File: src/design/swtq_pkg.sv
`timescale 1ns / 1ps
`default_nettype none

package swtq_pkg;

   localparam int QUEUE_DEPTH  = 16;
   localparam int THREAD_COUNT = 16;
   localparam int TICK_BITS    = 32;

   // Field widths of the stream beats
   localparam int ID_W        = 4;
   localparam int ID_COUNT    = 2 ** ID_W;
   localparam int MASK_W      = 16;
   localparam int TICK_FLD_W  = 32;
   localparam int COUNT_FLD_W = 5;

   localparam int IDX_W = (QUEUE_DEPTH > 1) ? $clog2(QUEUE_DEPTH) : 1;
   localparam int CNT_W = $clog2(QUEUE_DEPTH + 1);

   typedef logic [IDX_W-1:0]     idx_type;
   typedef logic [CNT_W-1:0]     cnt_type;
   typedef logic [TICK_BITS-1:0] tick_type;
   typedef logic [ID_W-1:0]      id_type;
   typedef logic [MASK_W-1:0]    mask_type;

   typedef enum logic {
      CMD_SLEEP = 1'b0,
      CMD_TICK  = 1'b1
   } cmd_type;

   typedef enum logic {
      KIND_SLEEP   = 1'b0,
      KIND_RELEASE = 1'b1
   } kind_type;

   typedef enum logic [1:0] {
      STATUS_OK     = 2'd0,
      STATUS_DEAD   = 2'd1,
      STATUS_QUEUED = 2'd2,
      STATUS_FULL   = 2'd3
   } status_type;

   typedef struct packed {
      id_type   thread;
      tick_type wake;
   } slot_type;

   typedef struct packed {
      cmd_type                 cmd;
      id_type                  thread_id;
      logic [TICK_FLD_W-1:0]   tick_value;
      mask_type                alive_mask;
   } req_type;

   typedef struct packed {
      kind_type                kind;
      status_type              status;
      id_type                  released_thread;
      logic                    released_valid;
      logic                    last;
      logic [COUNT_FLD_W-1:0]  count;
      logic                    is_empty;
      logic [TICK_FLD_W-1:0]   earliest_wake;
   } rsp_type;

   // Physical slot of logical position offset in the circular queue
   function automatic idx_type slot_index(idx_type base, cnt_type offset);
      logic [CNT_W:0] sum;
      sum = (CNT_W+1)'(base) + (CNT_W+1)'(offset);
      if (sum >= (CNT_W+1)'(QUEUE_DEPTH)) begin
         sum = sum - (CNT_W+1)'(QUEUE_DEPTH);
      end
      return IDX_W'(sum);
   endfunction

   function automatic logic thread_alive(id_type id, mask_type mask);
      return (int'(id) < THREAD_COUNT) && mask[id];
   endfunction

endpackage

`default_nettype wire

File: src/design/swtq_engine.sv
`timescale 1ns / 1ps
`default_nettype none

module swtq_engine (
   input  wire                 clock,
   input  wire                 reset,
   input  wire                 req_valid,
   output logic                req_ready,
   input  wire swtq_pkg::req_type req_item,
   output logic                rsp_valid,
   input  wire                 rsp_ready,
   output swtq_pkg::rsp_type   rsp_item
);
   import swtq_pkg::*;

   typedef enum logic [3:0] {
      ST_IDLE,
      ST_CHECK,
      ST_INS_RD,
      ST_INS_CMP,
      ST_POP_RD,
      ST_POP_CMP,
      ST_POP_END,
      ST_REL_RD,
      ST_REL_CHK,
      ST_EMIT
   } state_type;

   state_type  state_ff, state_in;
   cmd_type    cmd_ff, cmd_in;
   id_type     tid_ff, tid_in;
   tick_type   tick_ff, tick_in;
   mask_type   alive_ff, alive_in;
   cnt_type    occ_ff, occ_in;
   idx_type    head_ff, head_in;
   idx_type    base_ff, base_in;
   tick_type   head_wake_ff, head_wake_in;
   logic [ID_COUNT-1:0] queued_ff, queued_in;
   cnt_type    scan_ff, scan_in;
   cnt_type    last_live_ff, last_live_in;
   logic       live_any_ff, live_any_in;
   status_type status_ff, status_in;

   // slot store: one write and one registered read per cycle
   slot_type   slot_mem [QUEUE_DEPTH];
   slot_type   rd_data_ff;
   logic       rd_en;
   idx_type    rd_addr;
   logic       wr_en;
   idx_type    wr_addr;
   slot_type   wr_data;

   logic       rd_due;
   logic       rd_alive;

   always_ff @(posedge clock) begin
      if (wr_en) begin
         slot_mem[wr_addr] <= wr_data;
      end
      if (rd_en) begin
         rd_data_ff <= slot_mem[rd_addr];
      end
   end

   assign rd_due   = (rd_data_ff.wake <= tick_ff);
   assign rd_alive = thread_alive(rd_data_ff.thread, alive_ff);

   always_comb begin
      state_in     = state_ff;
      cmd_in       = cmd_ff;
      tid_in       = tid_ff;
      tick_in      = tick_ff;
      alive_in     = alive_ff;
      occ_in       = occ_ff;
      head_in      = head_ff;
      base_in      = base_ff;
      head_wake_in = head_wake_ff;
      queued_in    = queued_ff;
      scan_in      = scan_ff;
      last_live_in = last_live_ff;
      live_any_in  = live_any_ff;
      status_in    = status_ff;
      rd_en        = 1'b0;
      rd_addr      = slot_index(head_ff, scan_ff);
      wr_en        = 1'b0;
      wr_addr      = slot_index(head_ff, scan_ff);
      wr_data      = '{thread: tid_ff, wake: tick_ff};
      req_ready    = (state_ff == ST_IDLE);
      rsp_valid    = 1'b0;

      rsp_item.kind            = (cmd_ff == CMD_TICK) ? KIND_RELEASE : KIND_SLEEP;
      rsp_item.status          = status_ff;
      rsp_item.released_thread = '0;
      rsp_item.released_valid  = 1'b0;
      rsp_item.last            = 1'b1;
      rsp_item.count           = COUNT_FLD_W'(occ_ff);
      rsp_item.is_empty        = (occ_ff == '0);
      rsp_item.earliest_wake   = (occ_ff == '0) ? '0 : TICK_FLD_W'(head_wake_ff);

      case (state_ff)
         ST_IDLE: begin
            if (req_valid) begin
               cmd_in   = req_item.cmd;
               tid_in   = req_item.thread_id;
               tick_in  = TICK_BITS'(req_item.tick_value);
               alive_in = req_item.alive_mask;
               state_in = ST_CHECK;
            end
         end
         ST_CHECK: begin
            if (cmd_ff == CMD_TICK) begin
               status_in   = STATUS_OK;
               scan_in     = '0;
               live_any_in = 1'b0;
               base_in     = head_ff;
               state_in    = ST_POP_RD;
            end else if (!thread_alive(tid_ff, alive_ff)) begin
               status_in = STATUS_DEAD;
               state_in  = ST_EMIT;
            end else if (queued_ff[tid_ff]) begin
               status_in = STATUS_QUEUED;
               state_in  = ST_EMIT;
            end else if (occ_ff == CNT_W'(QUEUE_DEPTH)) begin
               status_in = STATUS_FULL;
               state_in  = ST_EMIT;
            end else begin
               status_in = STATUS_OK;
               scan_in   = occ_ff;
               state_in  = ST_INS_RD;
            end
         end
         ST_INS_RD, ST_INS_CMP: begin
            // walk from the tail, moving later entries up one slot
            if ((state_ff == ST_INS_RD && scan_ff == '0)
                || (state_ff == ST_INS_CMP && rd_due)) begin
               wr_en                = 1'b1;
               occ_in               = occ_ff + CNT_W'(1);
               queued_in[tid_ff]    = 1'b1;
               if (scan_ff == '0) begin
                  head_wake_in = tick_ff;
               end
               state_in = ST_EMIT;
            end else if (state_ff == ST_INS_RD) begin
               rd_en    = 1'b1;
               rd_addr  = slot_index(head_ff, scan_ff - CNT_W'(1));
               state_in = ST_INS_CMP;
            end else begin
               wr_en    = 1'b1;
               wr_data  = rd_data_ff;
               scan_in  = scan_ff - CNT_W'(1);
               state_in = ST_INS_RD;
            end
         end
         ST_POP_RD: begin
            if (scan_ff == occ_ff) begin
               state_in = ST_POP_END;
            end else begin
               rd_en    = 1'b1;
               state_in = ST_POP_CMP;
            end
         end
         ST_POP_CMP: begin
            if (rd_due) begin
               if (rd_alive) begin
                  live_any_in  = 1'b1;
                  last_live_in = scan_ff;
               end
               queued_in[rd_data_ff.thread] = 1'b0;
               scan_in  = scan_ff + CNT_W'(1);
               state_in = ST_POP_RD;
            end else begin
               head_wake_in = rd_data_ff.wake;
               state_in     = ST_POP_END;
            end
         end
         ST_POP_END: begin
            head_in  = slot_index(head_ff, scan_ff);
            occ_in   = occ_ff - scan_ff;
            scan_in  = '0;
            state_in = live_any_ff ? ST_REL_RD : ST_EMIT;
         end
         ST_REL_RD: begin
            rd_en    = 1'b1;
            rd_addr  = slot_index(base_ff, scan_ff);
            state_in = ST_REL_CHK;
         end
         ST_REL_CHK: begin
            rsp_item.released_thread = rd_data_ff.thread;
            rsp_item.released_valid  = 1'b1;
            rsp_item.last            = (scan_ff == last_live_ff);
            if (rd_alive) begin
               rsp_valid = 1'b1;
               if (rsp_ready) begin
                  if (scan_ff == last_live_ff) begin
                     state_in = ST_IDLE;
                  end else begin
                     scan_in  = scan_ff + CNT_W'(1);
                     state_in = ST_REL_RD;
                  end
               end
            end else begin
               scan_in  = scan_ff + CNT_W'(1);
               state_in = ST_REL_RD;
            end
         end
         ST_EMIT: begin
            rsp_valid = 1'b1;
            if (rsp_ready) begin
               state_in = ST_IDLE;
            end
         end
         default: begin
            state_in = ST_IDLE;
         end
      endcase
   end

   always_ff @(posedge clock) begin
      cmd_ff       <= cmd_in;
      tid_ff       <= tid_in;
      tick_ff      <= tick_in;
      alive_ff     <= alive_in;
      base_ff      <= base_in;
      head_wake_ff <= head_wake_in;
      scan_ff      <= scan_in;
      last_live_ff <= last_live_in;
      live_any_ff  <= live_any_in;
      status_ff    <= status_in;
      if (reset) begin
         state_ff  <= ST_IDLE;
         occ_ff    <= '0;
         head_ff   <= '0;
         queued_ff <= '0;
      end else begin
         state_ff  <= state_in;
         occ_ff    <= occ_in;
         head_ff   <= head_in;
         queued_ff <= queued_in;
      end
   end

   a_occ_bound: assert property (@(posedge clock) disable iff (reset)
      occ_ff <= CNT_W'(QUEUE_DEPTH))
      else $error("occupancy above queue depth");

   a_queued_match: assert property (@(posedge clock) disable iff (reset)
      state_ff == ST_IDLE |-> $countones(queued_ff) == int'(occ_ff))
      else $error("queued thread flags disagree with occupancy");

   a_last_ends: assert property (@(posedge clock) disable iff (reset)
      rsp_valid && rsp_ready && rsp_item.last |=> state_ff == ST_IDLE)
      else $error("engine still busy after last beat");

   a_rel_order: assert property (@(posedge clock) disable iff (reset)
      rsp_valid && state_ff == ST_REL_CHK |-> scan_ff <= last_live_ff)
      else $error("release scan ran past last live entry");

endmodule

`default_nettype wire

File: src/design/swtq_rsp_stage.sv
`timescale 1ns / 1ps
`default_nettype none

module swtq_rsp_stage (
   input  wire                 clock,
   input  wire                 reset,
   input  wire                 in_valid,
   output logic                in_ready,
   input  wire swtq_pkg::rsp_type in_item,
   output logic                out_valid,
   input  wire                 out_ready,
   output swtq_pkg::rsp_type   out_item
);
   import swtq_pkg::*;

   logic    valid_ff, valid_in;
   rsp_type item_ff, item_in;

   // load whenever the register is empty or draining this cycle
   assign in_ready = !valid_ff || out_ready;
   assign valid_in = in_ready ? in_valid : valid_ff;
   assign item_in  = (in_ready && in_valid) ? in_item : item_ff;

   always_ff @(posedge clock) begin
      item_ff <= item_in;
      if (reset) begin
         valid_ff <= 1'b0;
      end else begin
         valid_ff <= valid_in;
      end
   end

   assign out_valid = valid_ff;
   assign out_item  = item_ff;

endmodule

`default_nettype wire

File: src/design/sorted_wake_time_queue_core.sv
`timescale 1ns / 1ps
`default_nettype none
// Sleep beat: a refused request goes straight to its result; an insert walks from the tail,
// moving each queued entry with a later wake tick up one slot.
// Tick beat: a check, a read and compare per due entry, then the cut is found and the head
// moved, then the popped entries are read again up to the last live one; one beat per release.
// Ready only while idle, and sink stalls keep the engine busy; the output register lets the
// last result wait. Reset (sync, active high) empties the queue and the output register and idles the sequencer.

module sorted_wake_time_queue_core (
   input  wire          clock,
   input  wire          reset,
   input  wire          req_tvalid,
   output logic         req_tready,
   input  wire  [55:0]  req_tdata,  // thread_id[3:0], tick_value[35:4], alive_mask[51:36], zeros
   input  wire          req_tuser,  // cmd
   output logic         rsp_tvalid,
   input  wire          rsp_tready,
   output logic [47:0]  rsp_tdata,  // status[1:0], released_thread[5:2], released_valid[6],
                                    // count[11:7], is_empty[12], earliest_wake[44:13], zeros
   output logic         rsp_tuser,  // kind
   output logic         rsp_tlast
);
   import swtq_pkg::*;

   req_type req_item;
   rsp_type eng_item;
   rsp_type out_item;
   logic    eng_valid;
   logic    eng_ready;

   // unpack the request beat
   assign req_item.cmd        = cmd_type'(req_tuser);
   assign req_item.thread_id  = req_tdata[3:0];
   assign req_item.tick_value = req_tdata[35:4];
   assign req_item.alive_mask = req_tdata[51:36];

   // sequencer, slot store and the shared compare
   swtq_engine u_engine (
      .clock     (clock),
      .reset     (reset),
      .req_valid (req_tvalid),
      .req_ready (req_tready),
      .req_item  (req_item),
      .rsp_valid (eng_valid),
      .rsp_ready (eng_ready),
      .rsp_item  (eng_item)
   );

   // hold each result until the sink takes it
   swtq_rsp_stage u_rsp_stage (
      .clock     (clock),
      .reset     (reset),
      .in_valid  (eng_valid),
      .in_ready  (eng_ready),
      .in_item   (eng_item),
      .out_valid (rsp_tvalid),
      .out_ready (rsp_tready),
      .out_item  (out_item)
   );

   // pack the result beat
   assign rsp_tuser = out_item.kind;
   assign rsp_tlast = out_item.last;
   assign rsp_tdata = {3'b000,
                       out_item.earliest_wake,
                       out_item.is_empty,
                       out_item.count,
                       out_item.released_valid,
                       out_item.released_thread,
                       out_item.status};

endmodule

`default_nettype wire

File: config.mk
export PLATFORM = sky130hd
export DESIGN_NAME = sorted_wake_time_queue_core
export DESIGN_NICKNAME = d
export VERILOG_FILES = /design/src/design/swtq_pkg.sv /design/src/design/swtq_engine.sv /design/src/design/swtq_rsp_stage.sv /design/src/design/sorted_wake_time_queue_core.sv
export SDC_FILE = /design/constraint.sdc
export NUM_CORES = 1
export LEC_CHECK = 0
export BUFFER_PORTS_ARGS = -buffer_cell sky130_fd_sc_hd__buf_4
export CORE_UTILIZATION = 35
export CTS_CLUSTER_SIZE = 20
export DETAILED_ROUTE_END_ITERATION = 10
export GPL_TIMING_DRIVEN = 0
export SYNTH_ARGS = -nofsm -noshare
export SYNTH_HDL_FRONTEND = slang
export SYNTH_SLANG_ARGS = --single-unit
File: constraint.sdc
create_clock -name clock -period 6.5 [get_ports clock]
set_input_delay 0.975 -clock clock [delete_from_list [all_inputs] [get_ports clock]]
set_output_delay 0.975 -clock clock [all_outputs]
set_load 0.02 [all_outputs]
* Yosys cells after proc, flatten, opt, wreduce, memory -nomap -nowiden
Memories as Yosys holds them, arrays and structs flattened. A register that Yosys moved wholly into a read port is not among the register bits.
Index checks and enable logic that the tools add are counted.
** Word-level totals
- Flip-flop bits (word level) :: 179
- Latch bits :: 0
- Memory bits (writable) :: 576
- ROM bits :: 0
- Input port bits :: 61
- Output and inout bits :: 52
- Logic and storage cells :: 174
- Memories kept :: 1
** Memory list
- u_engine.slot_mem :: depth 16, bits a word 36, read ports 1, clocked after Yosys merged registers in 1, write ports 1, RTL line swtq_engine.sv:45 : slot_type slot_mem [QUEUE_DEPTH];
** Cells by class
- Add/sub/neg operators :: 10
- Multiply operators :: 0
- Divide/modulo/power cells :: 0
- Magnitude comparators :: 8
- Eq/ne operators :: 27
- Shifts and indexed selects :: 0
- Muxes and demuxes :: 74
- Bitwise gates (word level) :: 4
- Reductions and logical operators :: 26
** Operator list (count)
- $mux 36 :: 3
- $mux 32 :: 3
- $pmux 32 s2 :: 1
- $mux 4 :: 15
- $mux 5 :: 11
- $pmux 4 s9 :: 1
- $le 32x32->1 :: 1
- $mux 16 :: 2
- $pmux 16 s2 :: 1
- $pmux 5 s5 :: 1
- $mux 1 :: 20
- $add 4x5->6 :: 3
- $ge 6x5->1 const B :: 3
- $and 16x16->16 :: 1
- $eq 4x3->1 const B :: 4
- $not 16->16 :: 1
- $or 16x16->16 :: 1
- $bmux 1 s4 :: 3
- $ne 2x1->1 const B :: 6
- $sub 4x1->4 const B :: 3
- $add 5x1->5 const B :: 2
- $eq 5x5->1 :: 2
- $logic_not 5->1 :: 2
- $lt 4x5->1 const B :: 2
- 30 further kinds :: 57

* Logic depth before layout (Yosys ltp)
Gate-level depths: netlist (run 1).
- Depth after elaboration :: 8
- Depth in mapped cells :: 13
- Gate-level depth less buffers :: 11

* By module
A second synthesis (run 1) with hierarchy kept.
** Unflattened totals
- Cells, all modules :: 2048
- Area, all modules :: 33895.0 um^2
** Modules (own cells, without submodules)
- swtq_engine :: times used 1, cells each 1992, area each 32402.3 um^2, seq. area each 22021.1 um^2
- swtq_rsp_stage :: times used 1, cells each 52, area each 1466.4 um^2, seq. area each 1431.4 um^2
- sorted_wake_time_queue_core :: times used 1, cells each 4, area each 26.3 um^2, seq. area each 0.0 um^2

* Worst setup path after synthesis (run 1)
OpenSTA, ideal clock, no wires.
- Path type :: register to register
- Start :: register u_engine.scan_ff[0]
- End :: memory u_engine.slot_mem[1][0] (netlist bit), enable pin
- Library setup time :: 474 ps
- Data arrival time :: 4362 ps
- Required time :: 6026 ps
- Slack :: 1664 ps
- Cell stages (with the launch flop) :: 6
- Path buffers :: 0
- Period minus slack after synthesis :: 4836 ps
- Cells stage by stage :: edfxtp_1 ha_1 fa_1 xor2_1 or3_1 nor3_1
** Between the ends
- Word-level cells in the longest chain between the ends :: 7
- Elaborated cells on any way between the ends :: 11
- Those cells by class :: add/sub (2); order compare (1); mux (5); reduce/logical (3)
** RTL lines
- start, declared :: RTL line swtq_engine.sv:39 : cnt_type scan_ff, scan_in;
- start signal, assigned :: RTL line swtq_engine.sv:225 : scan_ff <= scan_in;
- branches (longest 7 deep; another with $add 4x5->6)
- end, declared :: RTL line swtq_engine.sv:45
Parallel ways; which one is timed is not known.

* Final worst setup path (run 1)
- Start :: register, netlist name u_engine.rd_data_ff[31]
- End :: register u_engine.scan_ff[4], enable pin
** Between the ends
- Word-level cells in the longest chain between the ends :: 5
- Elaborated cells on any way between the ends :: 6
- Those cells by class :: order compare (1); eq/ne (2); reduce/logical (3)
** RTL lines
- $le 32x32->1 (*) :: RTL line swtq_engine.sv:65 : assign rd_due = (rd_data_ff.wake <= tick_ff);
- $logic_and 1x1->1 :: RTL line swtq_engine.sv:135 : || (state_ff == ST_INS_CMP && rd_due)) begin
- $logic_or 1x1->1 :: RTL line swtq_engine.sv:135
- $ne 2x2->1 (no source line)
- $reduce_and 9->1 (no source line) (*)
Every way passes the cells marked *; elsewhere a longest branch is shown, timed or not.
A chain may end at the register's enable or synchronous reset.

==> impl_metrics.csv, run 1 <==
group,metric,value,unit
outcome,status,"complete, no violations",
synth,muxShareOfSynthArea,4.533,%
critical_path,arrival,5.39,ns
worst_hold_path,min-delay-start,"u_engine.status_ff[0]",
clock_tree,cts.repair.resized,0,
clock_tree,post-cts-setup-buffers,0,
route,via_per_inst,5.438,
synth,synth-edff-count,761,
clock_tree,cts_tree,"yes",
critical_path,worstPathRequired,6.75,ns
synth,syn_area_per_cell,14.26,µm²
placement,io_buffers,104,
die,dieArea,0.09507,mm²
critical_path,crit_start,"u_engine.rd_data_ff[31]",
placement,dp_hpwl,63440,µm
route,ant_nets,0,
sta,fin_setup_tns,0,ns
global_routing,grt_pass1_wl,136200,µm
placement,pre_cts_slack,1.128,ns
pwr,leakagePower,0.01316,µW
die,io_pins,113,
synth,synth-compound-area-share,9.547,%
job,cap_violations,0,
pwr,power_switching,6366,µW
route,vias,20900,
sta,clock_skew,0.03286,ns
cells_and_area,drive_gt1_share,16.62,%
route,drc_errors,0,
sta,timing.final.ws_setup,1.364,ns
die,initial_core_util,35.56,%
clock_tree,clockRootBuffer,"clkbuf_16",
sta,setup-violations-final,0,
clock_tree,htree_levels,3,
clock_tree,numClockSinks,791,
sta,slew-limit-headroom,12.74,%
pwr,p_int,10980,µW
route,wl,92330,µm
cells_and_area,layoutNonFillerInstCount,3844,
synth,synthSimpleGateAreaFrac,9.067,%
synth,synthArstFlopShare,0,%
synth,synthTopCellsByArea,"edfxtp_1 70%, nand2_1 4.3%, a21oi_1 2.8%",
clock_tree,clk_latency,0.65,ns
cells_and_area,design_area,0.03867,mm²
route,drt_pass1_iterations,6,
synth,ys_ff_latch,791,
synth,synth_ff_type,"edfxtp_1",
global_routing,first_global_vias,20980,
global_routing,grt_antenna_before_repair,3,
critical_path,reg2reg_depth,9,
die,rows,111,
synth,synth_top_area_share,69.58,%
cells_and_area,fin_nets,2647,
clock_tree,cts_made_buffers,84,
global_routing,grt_max_degree,30,
critical_path,crit_fanout,10,
sta,hold_viol,0,
synth,synth_top_family_by_area,"compound AO/OA/AOI/OAI gates",
worst_hold_path,holdPathStages,0,
critical_path,rrSetupSlack,1.36,ns
route,drtIter0Drc,2385,
die,core_area,0.09236,mm²
worst_hold_path,hold_end,"u_rsp_stage.out_item[44]",
synth,synth_fa_ha_area_share,2.149,%
pwr,switching_share,36.71,%
pwr,clockPowerShare,28.0,%
sta,post-route-period-util,79.02,%
synth,ys.warnings.count,0,
pwr,seqPwrFrac,38.2,%
placement,placed_cell_area,0.03587,mm²
sta,worstMarginPinSlew,1.297,ns
worst_hold_path,hold_class,"reg -> reg",
critical_path,r2r-start,"u_engine.rd_data_ff[31]",
critical_path,timing.rr.end,"u_engine.scan_ff[4]",
cells_and_area,fillers,8293,
pwr,total_power,17340,µW
critical_path,endpoint_kind,"flop",
die,die_x,308.3,µm
global_routing,grtUsageTotal,19.37,%
sta,slew_violations,0,
pwr,powerDensity,448.5,mW/mm²
sta,fmax,194.7,MHz
die,die_h,308.3,µm
pwr,peakVddDrop,0.2499,mV
synth,synthCells,2304,
sta,fin_crit,5.136,ns
clock_tree,clkTransAtPathRegs,0.06,ns
pwr,comb_power_share,33.8,%
clock_tree,clockBufferDepth,3,
synth,yosys.area.top_type,"edfxtp_1",
sta,rsz0062_at_grt,"no",
placement,place_inst,3687,
synth,synth_xor_area_share,0.6400,%
synth,yosys.cell_types.count,72,
synth,yosysSeqAreaShare,71.41,%
clock_tree,hold_buffers,0,
synth,syn_area,0.03284,mm²
critical_path,path_class,"reg -> reg",
route,post_drt_wl_per_cell,24.02,µm
critical_path,start_kind,"flop",
placement,place.gp.congestion,0.8660,
global_routing,grt_overflow_total,0,
cells_and_area,synthToLayoutAreaGrowth,17.74,%
[placed cells by master (no fill, tap or decap), types with 36 or more instances in the layout]
| cell | instances |
|---|---|
| o21ai_0 | 60 |
| inv_1 | 51 |
| nor2b_1 | 40 |
| nand3_1 | 90 |
| a221o_1 | 73 |
| buf_4 | 114 |
| buf_2 | 67 |
| mux2i_1 | 79 |
| ha_1 | 50 |
| clkbuf_1 | 77 |
| edfxtp_1 | 761 |
| mux2_2 | 36 |
| clkbuf_16 | 85 |
| a21oi_1 | 185 |
| nand2_1 | 380 |
| a32oi_1 | 70 |
[per-layer routing]
layer | track usage (%) | routed length [µm]
met5 | 0 | 0
met4 | 5.496 | 2012
met3 | 3.058 | 7402
met2 | 31.86 | 44050
met1 | 26.44 | 38860
[worst max-delay path by stage]
stage / end / cells past startpoint
2_1_floorplan: u_engine.slot_mem[1][0] / 5
3_3_place_gp: u_engine.rd_data_ff[16] / 6
3_5_place_dp: u_engine.slot_mem[2][0] / 8
4_1_cts: u_engine.slot_mem[3][0] / 8
5_1_grt: u_engine.scan_ff[4] / 9
6_report: u_engine.scan_ff[4] / 9
[synthesized netlist by cell type, types with 23 or more instances]
cell,count
buf_2,67
ha_1,50
a221o_1,73
a21oi_1,185
edfxtp_1,761
nand2_1,380
mux2_2,36
clkbuf_1,65
inv_1,51
nor2_1,42
nand3_1,90
nor2b_1,40
o21ai_0,61
dfxtp_1,30
mux2i_1,79
a32oi_1,70
nand2b_1,23
[state kept, by name, indices dropped and copies added (netlist names)]
| name | flops |
|---|---|
| u_engine.scan_ff | 5 |
| u_engine.last_live_ff | 5 |
| u_engine.queued_ff | 16 |
| u_rsp_stage.out_item | 47 |
| u_engine.head_wake_ff | 32 |
| u_engine.head_ff | 4 |
| u_engine.slot_mem | 576 |
| u_engine.base_ff | 4 |
| u_engine.state_ff | 4 |
| u_engine.cmd_ff | 1 |
| u_engine.tid_ff | 4 |
| u_engine.alive_ff | 16 |
| u_engine.tick_ff | 32 |
| u_engine.rd_data_ff | 36 |
| u_engine.status_ff | 2 |
| u_rsp_stage.out_valid | 1 |
| u_engine.live_any_ff | 1 |
| u_engine.occ_ff | 5 |
[area by class of cell]
type / instances / area, µm² / share of cell area (%)
Timing Repair Buffer: 140 / 1319 / 3.410
Multi-Input combinational cell: 1317 / 8682 / 22.45
Clock buffer: 97 / 2172 / 5.617
Inverter: 51 / 191.4 / 0.4951
Antenna cell: 2 / 5.005 / 0.01294
Clock inverter: 56 / 614.3 / 1.589
Tap cell: 1243 / 1555 / 4.022
Buffer: 147 / 678.2 / 1.754
Sequential cell: 791 / 23450 / 60.65
[logic make-up after synthesis]
group	Yosys count
compound gates	454
xor+xnor	24
fa+ha+maj	54
buf+inv	198
flops	791
mux	128
other cells	1
simple gates	654
[power groups by stage]
| stage | logic, µW | registers (µW) | clock network, µW |
|---|---|---|---|
| 2_1_floorplan | 3530 | 6680 | 0 |
| 3_3_place_gp | 5560 | 6770 | 0 |
| 3_5_place_dp | 5800 | 6730 | 0 |
| 4_1_cts | 5840 | 6630 | 4930 |
| 5_1_grt | 6300 | 6660 | 5110 |
| 6_report | 5860 | 6620 | 4850 |
[stage by stage]
stage	utilization, %	hold WS (ns)
3_3_place_gp	38.10	0.4102
4_1_cts	41.85	0.4257
5_1_grt	41.86	0.4391
3_5_place_dp	38.83	0.4071
2_1_floorplan	-	0.4003
6_report	41.87	0.4269
[critical path: stages (launching register included)]
cell	delay (ns)
edfxtp_1	0.42
ha_1	0.34
nand4_1	0.41
nor4_2	1.06
and2_1	0.27
a21oi_1	0.05
a31oi_1	0.56
clkbuf_1	0.41
a21oi_1	0.14
nor4_1	1.08
Power figures use the tool's default switching activity.
==> run 2, diff against run 1 <==
==> constraint.sdc (replaced) <==
create_clock -name clock -period 5.14 [get_ports clock]
set_input_delay 0.771 -clock clock [delete_from_list [all_inputs] [get_ports clock]]
set_output_delay 0.771 -clock clock [all_outputs]
set_load 0.02 [all_outputs]
==> impl_metrics.csv, run 2 (same netlist as run 1, synthesis figures left out) <==
group,metric,value,unit
route,drtIter0Drc,2374,
pwr,peakVddDrop,0.3165,mV
worst_hold_path,min-delay-start,"req_tdata[21]",
die,rows,111,
critical_path,reg2reg_depth,8,
placement,io_buffers,104,
clock_tree,post-cts-setup-buffers,0,
route,ant_nets,0,
sta,rsz0062_at_grt,"no",
clock_tree,hold_buffers,0,
global_routing,grt_max_degree,30,
critical_path,worstPathRequired,5.41,ns
pwr,leakagePower,0.01315,µW
cells_and_area,layout_commonest_cell,"edfxtp_1",
route,post_drt_wl_per_cell,24.03,µm
worst_hold_path,hold_class,"in -> reg",
outcome,status,"complete, no violations",
die,die_h,308.3,µm
clock_tree,clk_latency,0.65,ns
sta,fmax,198.1,MHz
pwr,powerDensity,567.0,mW/mm²
critical_path,path_class,"reg -> reg",
global_routing,first_global_vias,20980,
clock_tree,htree_levels,3,
die,io_pins,113,
critical_path,start_kind,"flop",
clock_tree,clockBufferDepth,3,
sta,setup-violations-final,0,
clock_tree,numClockSinks,791,
critical_path,endpoint_kind,"flop",
pwr,comb_power_share,33.8,%
global_routing,grtUsageTotal,19.37,%
cells_and_area,fin_nets,2646,
cells_and_area,top_register,"u_engine.slot_mem",
critical_path,rrSetupSlack,0.09,ns
cells_and_area,design_area,0.03867,mm²
pwr,clockPowerShare,28.0,%
die,die_x,308.3,µm
critical_path,crit_fanout,16,
placement,placed_cell_area,0.03587,mm²
sta,clock_skew,0.03280,ns
pwr,power_switching,8046,µW
sta,slew_violations,0,
route,drt_pass1_iterations,5,
route,drc_errors,0,
sta,hold_viol,0,
pwr,p_int,13880,µW
worst_hold_path,hold_end,"u_engine.tick_ff[17]",
sta,fin_crit,5.049,ns
pwr,switching_share,36.70,%
sta,post-route-period-util,98.23,%
global_routing,grt_pass1_wl,136200,µm
cells_and_area,fin_util,41.87,%
sta,holdWs,0.2951,ns
job,cap_violations,0,
die,core_area,0.09236,mm²
global_routing,grt_antenna_before_repair,3,
critical_path,arrival,5.32,ns
clock_tree,cts_made_buffers,84,
pwr,seqPwrFrac,38.2,%
sta,worstMarginPinSlew,1.177,ns
route,wl,92340,µm
route,via_per_inst,5.425,
global_routing,grt_overflow_total,0,
critical_path,r2r-start,"u_engine.rd_data_ff[31]",
cells_and_area,final_cell_mix,"761 x edfxtp_1, 380 x nand2_1, 185 x a21oi_1",
clock_tree,clockRootBuffer,"clkbuf_16",
clock_tree,cts_tree,"yes",
die,initial_core_util,35.56,%
worst_hold_path,holdPathStages,1,
clock_tree,clkTransAtPathRegs,0.06,ns
placement,dp_hpwl,63440,µm
cells_and_area,synthToLayoutAreaGrowth,17.73,%
placement,place.gp.congestion,0.8660,
route,vias,20850,
sta,slew-limit-headroom,20.98,%
cells_and_area,largest_reg_flops,576,
cells_and_area,drive_gt1_share,16.63,%
critical_path,timing.rr.end,"u_engine.slot_mem[3][0]",
die,dieArea,0.09507,mm²
[run 2: layer usage]
metal / up-vias / GRT usage [%] / share of wire (%) / wire length (µm)
met5: - / 0 / 0 / 0
met4: 0 / 5.496 / 2.1 / 1947
met3: 131 / 3.058 / 7.7 / 7092
met2: 896 / 31.86 / 48 / 44260
met1: 10550 / 26.44 / 42 / 39040
li1: 9275 / - / - / -
[run 2: power by group through the flow]
stage | Clock, µW | Combinational, µW | Sequential, µW
6_report | 6140 | 7410 | 8380
5_1_grt | 6460 | 7970 | 8430
4_1_cts | 6230 | 7390 | 8380
3_5_place_dp | 0 | 7340 | 8510
3_3_place_gp | 0 | 7010 | 8550
2_1_floorplan | 0 | 4460 | 8450
[run 2: final cells by class]
cell class | count | area (µm²)
diodes | 2 | 5.005
plain buffers | 147 | 678.2
clock buffers | 97 | 2172
clock inverters | 56 | 614.3
fillers | 8293 | 53690
inverters | 51 | 191.4
multi-input cells | 1317 | 8688
flip-flops and latches | 791 | 23450
well taps | 1243 | 1555
repair buffers | 139 | 1311
[run 2: through the flow]
stage,setup slack [ns],TNS [ns],instances,power [µW]
after floorplan,0.3044,0,2306,12910
after global placement,-2.953,-839.75,3653,15560
after detailed placement,-0.2315,-3.691,3687,15850
after CTS,0.1343,0,3840,22000
after global routing,0.06553,0,3841,22860
final,0.09120,0,3843,21930
[run 2: how the worst max path moves through the flow]
stage	startpoint	end	slack, ns	depth (start not counted)
finish	u_engine.rd_data_ff[31]	u_engine.slot_mem[3][0]	0.09	8
global route	u_engine.rd_data_ff[29]	u_engine.slot_mem[1][0]	0.07	8
floorplan	u_engine.scan_ff[0]	u_engine.slot_mem[1][0]	0.30	5
CTS	u_engine.rd_data_ff[29]	u_engine.scan_ff[2]	0.13	9
global placement	u_engine.scan_ff[2]	u_engine.rd_data_ff[16]	-2.95	6
detailed placement	u_engine.rd_data_ff[31]	u_engine.slot_mem[2][0]	-0.23	8
[run 2: what timing repair did]
action	4_1_cts	5_1_grt
endpoints found under the setup margin	16	5
cloned	0	0
pin swaps	0	0
gates resized for setup	1	1
[run 2: worst max-delay path: stages (launching register included)]
cell	delay (ns)
edfxtp_1	0.42
ha_1	0.34
nand4_1	0.42
nor4_2	1.08
a31oi_1	0.51
or2_2	0.42
buf_2	0.24
buf_2	0.29
o21ai_1	0.94
